[config.mk]
export PLATFORM = sky130hd
export DESIGN_NAME = dna_codon_translator
export DESIGN_NICKNAME = d
export VERILOG_FILES = /design/src/sv/dct_pkg.sv /design/src/sv/dct_in_stage.sv /design/src/sv/dct_codon_unit.sv /design/src/sv/dna_codon_translator.sv
export SDC_FILE = /design/constraint.sdc
export NUM_CORES = 1
export LEC_CHECK = 0
export BUFFER_PORTS_ARGS = -buffer_cell sky130_fd_sc_hd__buf_2
export CORE_MARGIN = 8
export CORE_UTILIZATION = 61
export CTS_CLUSTER_SIZE = 20
export DETAILED_ROUTE_END_ITERATION = 7
export HOLD_SLACK_MARGIN = 0.02
export PLACE_DENSITY_LB_ADDON = 0.3
export SYNTH_ARGS = -nofsm -noshare
export SYNTH_HDL_FRONTEND = slang
export SYNTH_SLANG_ARGS = --single-unit
[constraint.sdc]
create_clock -name clk -period 4.2 [get_ports clk]
set_input_delay 0.42 -clock clk [delete_from_list [all_inputs] [get_ports clk]]
set_output_delay 0.42 -clock clk [all_outputs]
set_load 0.05 [all_outputs]
[src/sv/dct_pkg.sv]
`default_nettype none
package dct_pkg;

  // Base codes held in the window
  localparam logic [2:0] BASE_A       = 3'd0;
  localparam logic [2:0] BASE_C       = 3'd1;
  localparam logic [2:0] BASE_G       = 3'd2;
  localparam logic [2:0] BASE_T       = 3'd3;
  localparam logic [2:0] CODE_UNKNOWN = 3'd4;
  localparam logic [2:0] CODE_DROP    = 3'd7;

  localparam logic [7:0] AA_UNKNOWN = "X";
  localparam logic [7:0] AA_STOP    = "*";

  localparam logic [2:0] FRAME_MASK_RESET = 3'd7;
  localparam logic [2:0] SEEN_MAX         = 3'd4;
  localparam logic [1:0] PHASE_LAST       = 2'd2;

  // Standard genetic code, indexed by {first, second, third} base
  localparam logic [7:0] AA_TABLE [0:63] = '{
    "K","N","K","N","T","T","T","T","R","S","R","S","I","I","M","I",
    "Q","H","Q","H","P","P","P","P","R","R","R","R","L","L","L","L",
    "E","D","E","D","A","A","A","A","G","G","G","G","V","V","V","V",
    "*","Y","*","Y","S","S","S","S","*","C","W","C","L","F","L","F"
  };

  // One sequence character request
  typedef struct packed {
    logic [7:0] symbol;
    logic       sequence_start;
  } dct_item_t;

  // Result of handling one character
  typedef struct packed {
    logic       emit;
    logic [7:0] amino_acid;
    logic [1:0] frame;
    logic       is_stop;
  } dct_result_t;

  // Fold case, map U to T, sort into base, unknown or drop
  function automatic logic [2:0] classify(input logic [7:0] sym);
    logic [7:0] c;
    c = sym;
    if (c >= "a" && c <= "z") begin
      c = c - 8'd32;
    end
    case (c)
      "A":      classify = BASE_A;
      "C":      classify = BASE_C;
      "G":      classify = BASE_G;
      "T", "U": classify = BASE_T;
      "N", "X", ".", "-": classify = CODE_UNKNOWN;
      default:  classify = CODE_DROP;
    endcase
  endfunction

endpackage
`default_nettype wire

[src/sv/dct_in_stage.sv]
`default_nettype none
module dct_in_stage (
  input  wire logic              clk,
  input  wire logic              rst,
  input  wire logic              in_valid,
  output logic                   in_ready,
  input  wire logic [7:0]        symbol,
  input  wire logic              sequence_start,
  input  wire logic              advance,
  output logic                   held,
  output dct_pkg::dct_item_t     item
);
  import dct_pkg::*;

  // Take a new request when empty or when the held one moves on
  assign in_ready = !held || advance;

  // Hold the request until the codon unit consumes it
  always_ff @(posedge clk) begin
    if (rst) begin
      held <= 1'b0;
    end else if (in_valid && in_ready) begin
      held <= 1'b1;
    end else if (advance) begin
      held <= 1'b0;
    end
  end

  // Capture payload
  always_ff @(posedge clk) begin
    if (in_valid && in_ready) begin
      item.symbol         <= symbol;
      item.sequence_start <= sequence_start;
    end
  end

endmodule
`default_nettype wire

[src/sv/dct_codon_unit.sv]
`default_nettype none
module dct_codon_unit (
  input  wire logic               clk,
  input  wire logic               rst,
  input  wire logic               advance,
  input  wire dct_pkg::dct_item_t item,
  input  wire logic [2:0]         frame_mask,
  output dct_pkg::dct_result_t    result
);
  import dct_pkg::*;

  logic [2:0] window0;
  logic [2:0] window1;
  logic [1:0] phase;
  logic [2:0] bases_seen;

  logic [2:0] window0_next;
  logic [2:0] window1_next;
  logic [1:0] phase_next;
  logic [2:0] bases_seen_next;

  logic [2:0] w0_cur;
  logic [2:0] w1_cur;
  logic [1:0] phase_cur;
  logic [2:0] seen_cur;
  logic [2:0] code;
  logic       drop;
  logic       complete;
  logic [1:0] frame_id;
  logic [5:0] idx;
  logic [7:0] aa;
  logic       unknown;

  // Apply sequence start before the character is handled
  always_comb begin
    w0_cur    = item.sequence_start ? 3'd0 : window0;
    w1_cur    = item.sequence_start ? 3'd0 : window1;
    phase_cur = item.sequence_start ? 2'd0 : phase;
    seen_cur  = item.sequence_start ? 3'd0 : bases_seen;
  end

  // Classify the character and look up the codon it completes
  always_comb begin
    code     = classify(item.symbol);
    drop     = (code == CODE_DROP);
    complete = (seen_cur >= 3'd2);
    frame_id = (phase_cur >= PHASE_LAST) ? 2'd0 : phase_cur + 2'd1;
    unknown  = w0_cur[2] || w1_cur[2] || code[2];
    idx      = {w0_cur[1:0], w1_cur[1:0], code[1:0]};
    aa       = AA_TABLE[idx];

    result.emit       = !drop && complete && frame_mask[frame_id];
    result.frame      = frame_id;
    result.amino_acid = unknown ? AA_UNKNOWN : aa;
    result.is_stop    = !unknown && (aa == AA_STOP);
  end

  // Shift the window and step the position on a base
  always_comb begin
    window0_next    = w0_cur;
    window1_next    = w1_cur;
    phase_next      = phase_cur;
    bases_seen_next = seen_cur;
    if (!drop) begin
      window0_next    = w1_cur;
      window1_next    = code;
      phase_next      = (phase_cur >= PHASE_LAST) ? 2'd0 : phase_cur + 2'd1;
      bases_seen_next = (seen_cur < SEEN_MAX) ? seen_cur + 3'd1 : seen_cur;
    end
  end

  always_ff @(posedge clk) begin
    if (rst) begin
      window0    <= 3'd0;
      window1    <= 3'd0;
      phase      <= 2'd0;
      bases_seen <= 3'd0;
    end else if (advance) begin
      window0    <= window0_next;
      window1    <= window1_next;
      phase      <= phase_next;
      bases_seen <= bases_seen_next;
    end
  end

  a_phase_range: assert property (@(posedge clk) disable iff (rst)
    phase != 2'd3)
    else $error("phase left its range");

  a_seen_sat: assert property (@(posedge clk) disable iff (rst)
    bases_seen <= SEEN_MAX)
    else $error("bases_seen passed saturation");

  a_drop_holds: assert property (@(posedge clk) disable iff (rst)
    advance && drop && !item.sequence_start
      |=> $stable(phase) && $stable(bases_seen) && $stable(window1))
    else $error("dropped character changed state");

endmodule
`default_nettype wire

[src/sv/dna_codon_translator.sv]
`default_nettype none
// Forward-frame codon translator, standard genetic code. Feed one ASCII
// sequence character per request; letters are case-folded, U reads as T,
// N/X/./- count as an unknown base and every other byte is dropped without
// moving the position. Each base that completes a codon in an enabled
// frame (frame_mask bit f, written through the cfg port, reset 7) yields
// one result: amino acid letter, frame 0..2 and a stop flag; codons with an
// unknown base give 'X'. The first two bases of a sequence give nothing.
// Throughput is one character per cycle while the output is not stalled;
// a request passes through the input register and the result register.
// Write configuration only while no requests are in flight.
module dna_codon_translator (
  input  wire logic       clk,
  input  wire logic       rst,
  input  wire logic       cfg_valid,
  output logic            cfg_ready,
  input  wire logic [2:0] cfg_data,
  input  wire logic       in_valid,
  output logic            in_ready,
  input  wire logic [7:0] symbol,
  input  wire logic       sequence_start,
  output logic            out_valid,
  input  wire logic       out_ready,
  output logic [7:0]      amino_acid,
  output logic [1:0]      frame,
  output logic            is_stop
);
  import dct_pkg::*;

  logic        held;
  logic        advance;
  logic [2:0]  frame_mask;
  dct_item_t   item;
  dct_result_t result;

  // Configuration register
  assign cfg_ready = 1'b1;

  always_ff @(posedge clk) begin
    if (rst) begin
      frame_mask <= FRAME_MASK_RESET;
    end else if (cfg_valid) begin
      frame_mask <= cfg_data;
    end
  end

  // Move the held request on when the result slot is free
  assign advance = held && (!out_valid || out_ready);

  dct_in_stage u_in_stage (
    .clk            (clk),
    .rst            (rst),
    .in_valid       (in_valid),
    .in_ready       (in_ready),
    .symbol         (symbol),
    .sequence_start (sequence_start),
    .advance        (advance),
    .held           (held),
    .item           (item)
  );

  dct_codon_unit u_codon_unit (
    .clk        (clk),
    .rst        (rst),
    .advance    (advance),
    .item       (item),
    .frame_mask (frame_mask),
    .result     (result)
  );

  // Result register
  always_ff @(posedge clk) begin
    if (rst) begin
      out_valid <= 1'b0;
    end else if (advance && result.emit) begin
      out_valid <= 1'b1;
    end else if (out_ready) begin
      out_valid <= 1'b0;
    end
  end

  always_ff @(posedge clk) begin
    if (advance && result.emit) begin
      amino_acid <= result.amino_acid;
      frame      <= result.frame;
      is_stop    <= result.is_stop;
    end
  end

  a_stop_letter: assert property (@(posedge clk) disable iff (rst)
    out_valid |-> (is_stop == (amino_acid == AA_STOP)))
    else $error("stop flag disagrees with letter");

  a_frame_range: assert property (@(posedge clk) disable iff (rst)
    out_valid |-> frame != 2'd3)
    else $error("frame out of range");

  a_no_overwrite: assert property (@(posedge clk) disable iff (rst)
    out_valid && !out_ready |-> !advance)
    else $error("pending result overwritten");

endmodule
`default_nettype wire
==> results.tsv <==
metric	value	unit
diodes	0	
fin_ws	1480	ps
synth_top_cell_by_area	edfxtp_1	
final_core_util	0.690	
clockRootBuffer	clkbuf_4	
ctsHoldBuffers	0	
crit_type	reg2reg	
final_cell_mix	28 x buf_2, 19 x edfxtp_1, 18 x nor2_1, 16 x dfxtp_1, 14 x nand2_1	
grt_start_max_net_pins	23	
synth_ff_type	edfxtp_1	
clk_latency	340	ps
vias	1758	
cts_resized	0	
grt_pass1_vias	1639	
cts_buffers	5	
synthSimpleGateAreaFrac	0.229	
crit_path_end_kind	flip-flop	
finClkSkew	14.0	ps
powerDensity	304	nW/µm²
pin_count	31	
initial_core_util	0.626	
wirelength	4280	µm
area_growth	10.2	%
rsz0062_at_grt	no	
synth_top_area_share	0.275	
drc	0	
min_period	2720	ps
max-vdd-ir-drop	0.000314	V
dpl-instance-area	2200	µm²
nets	269	
status	complete, no violations	
yosys_warnings	0	
finalSetupViolations	0	
core_area	3310	µm²
die_y	74.3	µm
clockBufferDepth	2	
synth_compound_area_frac	0.243	
drtIter0Drc	182	
post-place-ws	1480	ps
firstDrtPassIters	4	
dieArea	5520	µm²
synth_top_family_by_area	compound AO/OA/AOI/OAI gates	
antenna_found_initial	0	
grt_usage	0.165	
postLayoutCellArea	2280	µm²
ys_ff_latch	35	
rows	21	
grt_pass1_wl	7160	µm
fmax	0.368	GHz
gp_congestion	0.896	
drive_gt1_frac	0.182	
cts_max_level	2	
via_per_inst	6.00	
die_w	74.3	µm
cts.sinks	35	
post_synth_xor_area_fraction	0.00423	
syn_area	2070	µm²
yosysUniqueCellTypes	56	
io_buffer_count	28	
post_cts_buffers	0	
wl_per_cell	14.6	µm
drv_slew	0	
maxCapViolCount	0	
synth_adder_area_share	0.0362	
synthCells	224	
power_leakage	0.882	nW
synth-edff-count	19	
cp.arrival	2730	ps
async_reset_ff_frac	0	
hold_path.class	in2reg	
muxShareOfSynthArea	0	
final_common_cell	buf_2	
dp_hpwl	3090	µm
hold_viol	0	
clk_pin_slew_worst_paths	110	ps
synth_seq_area_share	0.430	
synthesis.nets	247	
fin_tns_setup	0	ps
fin_crit_sh	0.647	
cts_tree	built	
max_slew_margin	0.509	
ant_nets	0	
overflow	0	
avgSynthCellArea	9.25	µm²
crit_fanout	10	
cp.required	4220	ps
worst_slew_pin_slew	728	ps
startpoint_type	flip-flop	
synth_area_leaders	edfxtp_1 28%, dfxtp_1 15%, ha_1 3.6%	
[path summary, 6_finish.rpt]
path | slack, ps | cells past startpoint | from | end
worst min-delay path | 250 | 1 | symbol[4] | u_in_stage.item[5]
worst max-delay path | 1480 | 8 | u_in_stage.item[6] | frame[1]
worst max register to register | 1480 | 8 | u_in_stage.item[6] | frame[1]
worst min register to register | 460 | 2 | u_codon_unit.window0[2] | u_codon_unit.window0[2]
[synth_stat cells (3+ instances only)]
cell type	number
a211o_1	3
a21oi_1	13
a22o_1	6
a31oi_1	3
buf_2	3
clkbuf_1	7
dfxtp_1	16
edfxtp_1	19
ha_1	6
inv_1	12
nand2_1	14
nand2b_1	11
nand3_1	4
nand3b_1	3
nor2_1	18
nor2b_1	9
nor3_1	5
nor3b_1	3
o211ai_1	3
o21a_1	3
o21ai_0	12
o21bai_1	4
or3_1	3
[worst max-delay path: stages, from the launching register on]
cell,delay [ps]
edfxtp_1,460
inv_1,70
ha_1,300
or3_1,330
a2111oi_1,430
o21a_2,220
or2_2,160
nand3_1,110
inv_1,320
[flip-flops by register name, summed over array words and instances, names as in the netlist]
register	cells
amino_acid	7
frame	2
frame_mask	3
is_stop	1
out_valid	1
u_codon_unit.bases_seen	3
u_codon_unit.phase	2
u_codon_unit.window0	3
u_codon_unit.window1	3
u_in_stage.held	1
u_in_stage.item	9
[kinds of logic (layout without fill, tap and decap cells)]
logic type               Yosys count  count (layout)
AND/OR/NAND/NOR                   86              86
AO/OA/AOI/OAI                     69              69
flip-flops                        35              35
buffers and inverters             25              48
adder cells (fa/ha/maj)            6               6
other                              2               2
XOR/XNOR                           1               1
[final cells by class]
type | count | area [µm²]
Tap cell | 46 | 57.6
Timing Repair Buffer | 28 | 140
Fill cell | 296 | 1030
Sequential cell | 35 | 891
Clock inverter | 3 | 43.8
Inverter | 12 | 45.0
Multi-Input combinational cell | 164 | 1070
Clock buffer | 5 | 37.5
[layer usage]
metal | routed length, µm | part of all wire | global-route usage
met5 | 0 | 0 | 0
met4 | 36 | 0.0084 | 0.0565
met3 | 266 | 0.062 | 0.0445
met2 | 2080 | 0.49 | 0.280
met1 | 1900 | 0.44 | 0.196
[stage by stage]
step           std cells  hold slack [ps]  power (mW)
3_3_place_gp         285              446       0.461
3_5_place_dp         285              453       0.462
6_report             293              253       0.694
5_1_grt              293              227       0.723
4_1_cts              293              245       0.699
2_1_floorplan        224              432       0.447
[power by group]
part | total, mW | internal, mW | switching [mW]
clock | 0.238 | 0.125 | 0.113
sequential | 0.389 | 0.370 | 0.0183
combinational | 0.0670 | 0.0306 | 0.0364
(Power assumes the default switching activity.)
